### config.mk
export PLATFORM = sky130hd
export DESIGN_NAME = sbd_raster
export DESIGN_NICKNAME = d
export VERILOG_FILES = /design/src/rtl/sbd_pkg.sv /design/src/rtl/sbd_raster.sv
export SDC_FILE = /design/constraint.sdc
export NUM_CORES = 1
export LEC_CHECK = 0
export BUFFER_PORTS_ARGS = -buffer_cell sky130_fd_sc_hd__buf_2
export CELL_PAD_IN_SITES_DETAIL_PLACEMENT = 1
export CELL_PAD_IN_SITES_GLOBAL_PLACEMENT = 2
export CORE_MARGIN = 8
export CORE_UTILIZATION = 41
export CTS_CLUSTER_SIZE = 14
export DETAILED_ROUTE_END_ITERATION = 6
export PLACE_DENSITY = 0.84
export SYNTH_ARGS = -nofsm -noshare
export SYNTH_HDL_FRONTEND = slang
export SYNTH_SLANG_ARGS = --single-unit
### constraint.sdc
create_clock -name clk -period 4 [get_ports clk]
set_input_delay 0.6 -clock clk [delete_from_list [all_inputs] [get_ports clk]]
set_output_delay 0.6 -clock clk [all_outputs]
set_load 0.02 [all_outputs]
### src/rtl/sbd_pkg.sv
// Shared types, constants and the divide-by-nine rounding function of the box downsampler.
package sbd_pkg;

	// channel and pixel layout
	localparam int unsigned CH_W = 8;
	localparam int unsigned NUM_CH = 3;
	localparam int unsigned PIX_W = NUM_CH * CH_W;

	// accumulator widths: one sub-row of three, two sub-rows, full block of nine
	localparam int unsigned PART_W = 10;
	localparam int unsigned COL_SUM_W = 11;
	localparam int unsigned TOTAL_W = 12;

	// configuration and raster counter widths
	localparam int unsigned WIDTH_REG_W = 11;
	localparam int unsigned HEIGHT_REG_W = 13;
	localparam int unsigned CFG_DATA_W = 13;
	localparam int unsigned DIM_W = 13;
	localparam int unsigned ROW_W = 12;
	localparam int unsigned MAX_OUT_HEIGHT = 4096;

	// rounding divide by nine: (x + 4) * ceil(2^16 / 9) >> 16, exact for x up to 2299, where the quotient fits a channel
	localparam int unsigned ROUND_BIAS = 4;
	localparam int unsigned RECIP9 = 7282;
	localparam int unsigned RECIP_SHIFT = 16;
	localparam int unsigned PROD_W = TOTAL_W + RECIP_SHIFT;

	typedef logic [1:0] sub_t;
	localparam sub_t SUB_FIRST = 2'd0;
	localparam sub_t SUB_MID = 2'd1;
	localparam sub_t SUB_LAST = 2'd2;

	typedef enum logic {
		REG_OUT_WIDTH = 1'b0,
		REG_OUT_HEIGHT = 1'b1
	} cfg_reg_t;

	typedef logic [CH_W-1:0] chan_t;
	// index 0 is red, 1 green, 2 blue; red lands in the low bits
	typedef logic [NUM_CH-1:0][CH_W-1:0] pixel_t;

	// position of one accepted pixel inside its block and frame
	typedef struct packed {
		sub_t sub_col;
		sub_t sub_row;
		logic frame_last;
	} tag_t;

	function automatic chan_t div9_round(input logic [TOTAL_W-1:0] total);
		logic [TOTAL_W-1:0] biased;
		logic [PROD_W-1:0] prod;
		biased = total + TOTAL_W'(ROUND_BIAS);
		prod = PROD_W'(biased) * PROD_W'(RECIP9);
		return prod[RECIP_SHIFT +: CH_W];
	endfunction

endpackage

### src/rtl/sbd_raster.sv
// Configuration registers and raster position counters of the box downsampler.
module sbd_raster #(
	parameter int MAX_OUT_WIDTH = 1024,
	parameter int COL_W = 10
) (
	input  logic                           clk,
	input  logic                           arst_n,
	input  logic                           cfg_we,
	input  logic                           cfg_index,
	input  logic [sbd_pkg::CFG_DATA_W-1:0] cfg_data,
	input  logic                           accept,
	output logic [COL_W-1:0]               col,
	output sbd_pkg::tag_t                  tag
);
	import sbd_pkg::*;

	logic [WIDTH_REG_W-1:0]  out_width_q;
	logic [HEIGHT_REG_W-1:0] out_height_q;
	sub_t                    sub_col_q;
	sub_t                    sub_row_q;
	logic [COL_W-1:0]        col_q;
	logic [ROW_W-1:0]        row_q;
	logic [DIM_W-1:0]        w_eff;
	logic [DIM_W-1:0]        h_eff;
	logic                    last_col;
	logic                    last_row;

	// config writes
	always_ff @(posedge clk or negedge arst_n) begin
		if (!arst_n) begin
			out_width_q <= WIDTH_REG_W'(1024);
			out_height_q <= HEIGHT_REG_W'(1024);
		end else if (cfg_we) begin
			if (cfg_index == REG_OUT_WIDTH) begin
				out_width_q <= cfg_data[WIDTH_REG_W-1:0];
			end else begin
				out_height_q <= cfg_data[HEIGHT_REG_W-1:0];
			end
		end
	end

	// clamp dimensions to the supported range, zero acts as one
	always_comb begin
		if (out_width_q == '0) begin
			w_eff = DIM_W'(1);
		end else if (DIM_W'(out_width_q) > DIM_W'(MAX_OUT_WIDTH)) begin
			w_eff = DIM_W'(MAX_OUT_WIDTH);
		end else begin
			w_eff = DIM_W'(out_width_q);
		end
		if (out_height_q == '0) begin
			h_eff = DIM_W'(1);
		end else if (DIM_W'(out_height_q) > DIM_W'(MAX_OUT_HEIGHT)) begin
			h_eff = DIM_W'(MAX_OUT_HEIGHT);
		end else begin
			h_eff = DIM_W'(out_height_q);
		end
	end

	assign last_col = (DIM_W'(col_q) + DIM_W'(1)) >= w_eff;
	assign last_row = (DIM_W'(row_q) + DIM_W'(1)) >= h_eff;

	assign col = col_q;
	assign tag.sub_col = sub_col_q;
	assign tag.sub_row = sub_row_q;
	assign tag.frame_last = last_col && last_row;

	// advance the raster position on each transaction
	always_ff @(posedge clk or negedge arst_n) begin
		if (!arst_n) begin
			sub_col_q <= SUB_FIRST;
			sub_row_q <= SUB_FIRST;
			col_q <= '0;
			row_q <= '0;
		end else if (accept) begin
			if (sub_col_q != SUB_LAST) begin
				sub_col_q <= sub_col_q + 2'd1;
			end else begin
				sub_col_q <= SUB_FIRST;
				if (!last_col) begin
					col_q <= col_q + COL_W'(1);
				end else begin
					col_q <= '0;
					if (sub_row_q != SUB_LAST) begin
						sub_row_q <= sub_row_q + 2'd1;
					end else begin
						sub_row_q <= SUB_FIRST;
						row_q <= last_row ? '0 : row_q + ROW_W'(1);
					end
				end
			end
		end
	end

	a_sub_range: assert property (@(posedge clk) disable iff (!arst_n)
		sub_col_q <= SUB_LAST && sub_row_q <= SUB_LAST)
		else $error("sub-block position out of range");

	a_sub_step: assert property (@(posedge clk) disable iff (!arst_n)
		accept && sub_col_q != SUB_LAST |=>
		sub_col_q == $past(sub_col_q) + 2'd1 && col_q == $past(col_q))
		else $error("column moved inside a block");

	a_frame_wrap: assert property (@(posedge clk) disable iff (!arst_n)
		accept && tag.frame_last && sub_col_q == SUB_LAST && sub_row_q == SUB_LAST |=>
		sub_col_q == SUB_FIRST && sub_row_q == SUB_FIRST && col_q == '0 && row_q == '0)
		else $error("raster did not wrap after last pixel of frame");

	a_hold_idle: assert property (@(posedge clk) disable iff (!arst_n)
		!accept |=> $stable({sub_col_q, sub_row_q, col_q, row_q}))
		else $error("raster moved without a transaction");

endmodule

==> impl_metrics.tcl, run 1 <==
set metrics [dict create \
    synth_top_area_share_pct 40.0 \
    synthArstFlopShare_pct 100 \
    drtPass1Iterations 4 \
    cts_setup_buffers 0 \
    drive_gt1_share_pct 25.2 \
    vias 2241 \
    grt_util_all_layers_pct 14.7 \
    start_util_pct 41.9 \
    yosysTopAreaCell "dfrtp_1" \
    area_growth_pct 11.7 \
    dieArea_sq_um 10300 \
    fin_total_pwr_uw 1330 \
    finalClockSkew_ns 0.0114 \
    wire_per_inst_microns 16.6 \
    cts-root-buf "clkbuf_8" \
    synth_edf_count 0 \
    p_per_area_nw_per_um2 397 \
    slew_headroom_pct 31.0 \
    worstSetupPathType "reg2out" \
    postCtsHoldBufs 0 \
    dr.first_iter.drc_count 87 \
    grt_pass1_wl_microns 11900 \
    yosysWarnings 0 \
    cp-start-kind "flip-flop" \
    rsz0062_at_grt "no" \
    port_buffers 32 \
    route.detailed.drc 0 \
    tightestPinTransition_ns 1.03 \
    met1_length_microns 3430 \
    r2r_setup_slack_ns 0.70 \
    gp_congestion 0.737 \
    ant_nets 0 \
    antenna_found_initial 0 \
    synth_fp_nets 333 \
    crit_path_end_kind "output port" \
    ys_seq_area_share_pct 41.7 \
    cts_max_level 2 \
    cts_tree "done" \
    overflow 0 \
    ctsLongestPathBuffers 2 \
    hold_path_class "in2async" \
    clock_sinks 50 \
    yosys_register_bits 50 \
    grt_pass1_vias 2341 \
    post-dp-hpwl_microns 5400 \
    vias_per_cell 5.32 \
    period_minus_slack_ns 3.53 \
    cp_cell_sequence "ha_1, and3_1, nand3_1, xnor2_1, ha_1, a211oi_2, nor2_1, nor3_1, nand2_1, and2_1, buf_2" \
    post_cts_resized 0 \
    outcome "completed" \
    synth-main-ff-cell "dfrtp_1" \
    core_sq_um 7180 \
    crit_family "simple AND/OR/NAND/NOR gates" \
    utilization_pct 46.8 \
    syn_avg_cell_area_sq_um 10.4 \
    path_clk_slew_ns 0.11 \
    synth_cells 289 \
    pin_count 33 \
    timing.final.max_slew_violations 0 \
    slowest_stage "dfrtp_1" \
    crit_path_frequent_cell "ha_1" \
    die_h_microns 102 \
    whs_ns 0.383 \
    tns_ns 0 \
    clock_latency_ns 0.31 \
    cts_buffers 5 \
    wl_microns 7000 \
    top_layer "met4" \
    stdcell_count 421 \
    row_count 31 \
    p_leak_uw 0.00166 \
    ys_types 47 \
    ys_top_cells_by_area "dfrtp_1, ha_1, mux2_2" \
    place_inst 413 \
    path_max_fanout 6 \
    critPathArrivalTime_ns 2.93 \
    peakVddDrop_v 0.000209 \
    cp_num_buf_inv 1 \
    cp.required_ns 3.40 \
    fp.dieW_microns 102 \
    wl_met3_microns 177 \
    final_nets 365 \
    maxCapViolCount 0 \
    hold_viol_final 0 \
    wl_met2_microns 3330 \
    critPathMaxStageDelay_ns 0.45 \
    antenna_cells 0 \
    fin_crit_sh_pct 88.1 \
    grt_max_degree 51 \
    finalSetupViolCount 0 \
    max_freq_mhz 284 \
    syn_area_sq_um 3010 \
]
==> power breakdown <==
group          internal [uW]  switching (uW)  leakage, uW  total [uW]
Sequential               569            70.9     0.000634         640
Combinational            157             212     0.000979         368
Clock                    130             193    0.0000495         324
Total                    856             476      0.00166        1330
==> layout make-up <==
cell class / instances / area [sq um]
flip-flops and latches: 50 / 1250
clock inverters: 3 / 26.3
fillers: 830 / 3820
inverters: 7 / 26.3
repair buffers: 34 / 175
well taps: 99 / 124
multi-input cells: 223 / 1680
clock buffers: 5 / 68.8
==> per-stage QoR <==
stage               setup slack [ns]  area, sq um
floorplan                      0.948         3010
global placement               0.792         3260
detailed placement             0.740         3260
CTS                            0.442         3360
global route                   0.101         3360
finish                         0.474         3360
==> layout by cell type (no fill, tap or decap), types with 3 or more instances in the layout <==
cell type,synthesis,layout
dfrtp_1,48,48
nand2_1,40,40
buf_2,1,32
ha_1,26,26
mux2_2,25,25
nand3_1,12,12
a22o_1,12,12
nor2_1,11,11
a21oi_1,11,11
and3_1,10,10
xnor2_1,10,10
xor2_1,8,8
inv_1,6,6
o21ai_0,5,5
o31ai_1,5,5
clkbuf_8,0,5
nor4_1,4,4
a31oi_1,4,4
and4_1,3,3
nor2b_1,3,3
o21ai_1,3,3
o21bai_1,3,3
mux2i_1,3,3
inv_6,0,3
==> registers in the layout, summed over array words and instances (netlist names) <==
register / cells
out_height_q: 13
sub_col_q: 2
row_q: 12
sub_row_q: 2
col: 10
out_width_q: 11
==> final timing paths <==
kind,to,start,depth (start not counted)
worst max-delay path,tag[0],col[0],11
worst min-delay path,row_q[10],arst_n,2
worst max register to register,col[6],col[0],11
worst min register to register,sub_row_q[1],sub_row_q[1],1
max in group asynchronous,col[5],arst_n,2
min in group clk,out_height_q[11],cfg_data[11],2
==> Yosys cell counts, types with 3 or more instances <==
master / instances
xnor2_1: 10
ha_1: 26
a21oi_1: 11
inv_1: 6
and3_1: 10
o31ai_1: 5
nor4_1: 4
a31oi_1: 4
o21ai_1: 3
nor2_1: 11
o21ai_0: 5
and4_1: 3
dfrtp_1: 48
nor2b_1: 3
o21bai_1: 3
nand2_1: 40
xor2_1: 8
mux2_2: 25
a22o_1: 12
clkbuf_1: 5
mux2i_1: 3
nand3_1: 12
==> layer usage <==
layer | up-vias | global-route usage, %
met4 | 0 | 3.55
met1 | 1117 | 19.7
met2 | 20 | 23.2
met5 | - | 0
li1 | 1100 | -
met3 | 4 | 3.30
==> cell families (layout without fill, tap and decap cells) <==
| logic type | Yosys count | after routing | synth area share [%] |
|---|---|---|---|
| flops | 50 | 50 | 41.7 |
| buf+inv | 16 | 49 | 2.29 |
| simple gates | 99 | 99 | 16.9 |
| mux | 29 | 29 | 10.7 |
| compound gates | 51 | 51 | 12.2 |
| xor+xnor | 18 | 18 | 5.25 |
| fa+ha+maj | 26 | 26 | 10.8 |
Note: power is estimated with default switching activity, not from simulation.
==> run 2: changes to the inputs <==
--- a/config.mk
+++ b/config.mk
@@ -6,13 +6,14 @@
 export NUM_CORES = 1
 export LEC_CHECK = 0
 export BUFFER_PORTS_ARGS = -buffer_cell sky130_fd_sc_hd__buf_2
+export CAP_MARGIN = 30
 export CELL_PAD_IN_SITES_DETAIL_PLACEMENT = 1
 export CELL_PAD_IN_SITES_GLOBAL_PLACEMENT = 2
 export CORE_MARGIN = 8
 export CORE_UTILIZATION = 41
 export CTS_CLUSTER_SIZE = 14
 export DETAILED_ROUTE_END_ITERATION = 6
-export PLACE_DENSITY = 0.84
+export PLACE_DENSITY = 0.95
 export SYNTH_ARGS = -nofsm -noshare
 export SYNTH_HDL_FRONTEND = slang
 export SYNTH_SLANG_ARGS = --single-unit
==> constraint.sdc (replaced) <==
create_clock -name clk -period 4 [get_ports clk]
set_input_delay 0.6 -clock clk [delete_from_list [all_inputs] [get_ports clk]]
set_output_delay 0.6 -clock clk [all_outputs]
set_load 0.05 [all_outputs]
==> run 2 against run 1 <==
Effect of this change: core utilization rose by 0.26 points; highest routed layer unchanged; via count rose by 0.80%; combinational power rose by 16%.
==> impl_metrics.tcl, run 2 (same netlist as run 1, synthesis figures left out) <==
set metrics [dict create \
    fin_total_pwr_uw 1430 \
    layout_commonest_cell "dfrtp_1" \
    tns_ns 0 \
    cts_tree "done" \
    finalSetupViolCount 0 \
    slowest_stage "dfrtp_1" \
    final_cell_mix "dfrtp_1, nand2_1, buf_2, ha_1, mux2_2" \
    start_util_pct 41.9 \
    grt_max_degree 51 \
    tightestPinTransition_ns 1.00 \
    p_per_area_nw_per_um2 424 \
    cp-start-kind "flip-flop" \
    cts_setup_buffers 0 \
    gp_congestion 0.798 \
    cp_cell_sequence "ha_1, and3_1, and2_1, nand2_1, xor2_1, inv_1, ha_1, a21oi_1, o21ai_0, a21oi_1, o21ai_2, and2_1, buf_2" \
    port_buffers 32 \
    fillers 820 \
    regMostFlops "out_height_q" \
    final_nets 365 \
    peakVddDrop_v 0.000299 \
    cts_max_level 2 \
    grt_pass1_wl_microns 12000 \
    top_regs "out_height_q: 13 flops, row_q: 12 flops, out_width_q: 11 flops" \
    path_clk_slew_ns 0.10 \
    critPathMaxStageDelay_ns 0.45 \
    drive_gt1_share_pct 25.2 \
    r2r_cells 11 \
    clock_latency_ns 0.31 \
    crit_path_end_kind "output port" \
    fp.dieW_microns 102 \
    p_leak_uw 0.00166 \
    clock_sinks 50 \
    period_minus_slack_ns 3.57 \
    pin_count 33 \
    antenna_cells 0 \
    max_freq_mhz 280 \
    finalClockSkew_ns 0.00946 \
    grt_util_all_layers_pct 14.5 \
    place_ws_ns 0.732 \
    outcome "completed" \
    wire_per_inst_microns 16.3 \
    postCtsHoldBufs 0 \
    overflow 0 \
    ctsLongestPathBuffers 2 \
    largest_reg_flops 13 \
    antenna_found_initial 0 \
    cp_num_buf_inv 2 \
    area_growth_pct 12.3 \
    cp.required_ns 3.40 \
    crit_family "adder cells" \
    dr.first_iter.drc_count 55 \
    ant_nets 0 \
    whs_ns 0.385 \
    cts_buffers 5 \
    fin_crit_sh_pct 89.1 \
    rsz0062_at_grt "no" \
    route.detailed.drc 0 \
    cts-root-buf "clkbuf_8" \
    die_h_microns 102 \
    post_cts_resized 0 \
    timing.final.max_slew_violations 0 \
    vias 2259 \
    worstSetupPathType "reg2out" \
    hold_viol_final 0 \
    hold_path_class "in2async" \
    critPathArrivalTime_ns 2.97 \
    path_max_fanout 6 \
    grt_pass1_vias 2357 \
    vias_per_cell 5.37 \
    row_count 31 \
    wl_microns 6880 \
    maxCapViolCount 0 \
    post-dp-hpwl_microns 5380 \
    utilization_pct 47.0 \
    slew_headroom_pct 32.9 \
    dieArea_sq_um 10300 \
    core_sq_um 7180 \
    drtPass1Iterations 4 \
    cp_num_cells 13 \
    post-route-worst-setup-slack_ns 0.434 \
]
run 2: cell type report:
class	count	area [sq um]	share of cell area, %
clock inverter	3	45.0	1.33
timing repair buffer	34	175	5.19
tap	99	124	3.67
multi-input combinational	223	1680	49.9
inverter	7	26.3	0.778
clock buffer	5	68.8	2.04
sequential	50	1250	37.1
run 2: final timing paths:
| check | start | end | slack (ns) |
|---|---|---|---|
| max | row_q[0] | tag[0] | 0.43 |
| min | arst_n | out_height_q[11] | 0.39 |
| max reg2reg | col[0] | col[6] | 0.79 |
| min reg2reg | sub_row_q[1] | sub_row_q[1] | 0.53 |
| max in group asynchronous | arst_n | row_q[4] | 3.16 |
| min in group clk | cfg_data[11] | out_height_q[11] | 0.52 |
run 2: per-stage QoR:
step / std cells / cell area [sq um]
after global placement: 413 / 3260
after detailed placement: 413 / 3260
after global routing: 421 / 3380
final: 421 / 3380
after CTS: 421 / 3380
after floorplan: 289 / 3010
run 2: layer usage:
metal | global-route usage (%) | wire [microns]
met5 | 0 | 0
met4 | 3.44 | 78
met3 | 2.27 | 142
met2 | 23.9 | 3440
met1 | 19.3 | 3220
run 2: where the power goes:
part / leakage, uW / switching (uW) / total (uW) / internal (uW)
Combinational: 0.000979 / 272 / 428 / 156
Sequential: 0.000634 / 67.4 / 637 / 569
Clock: 0.0000504 / 181 / 367 / 186
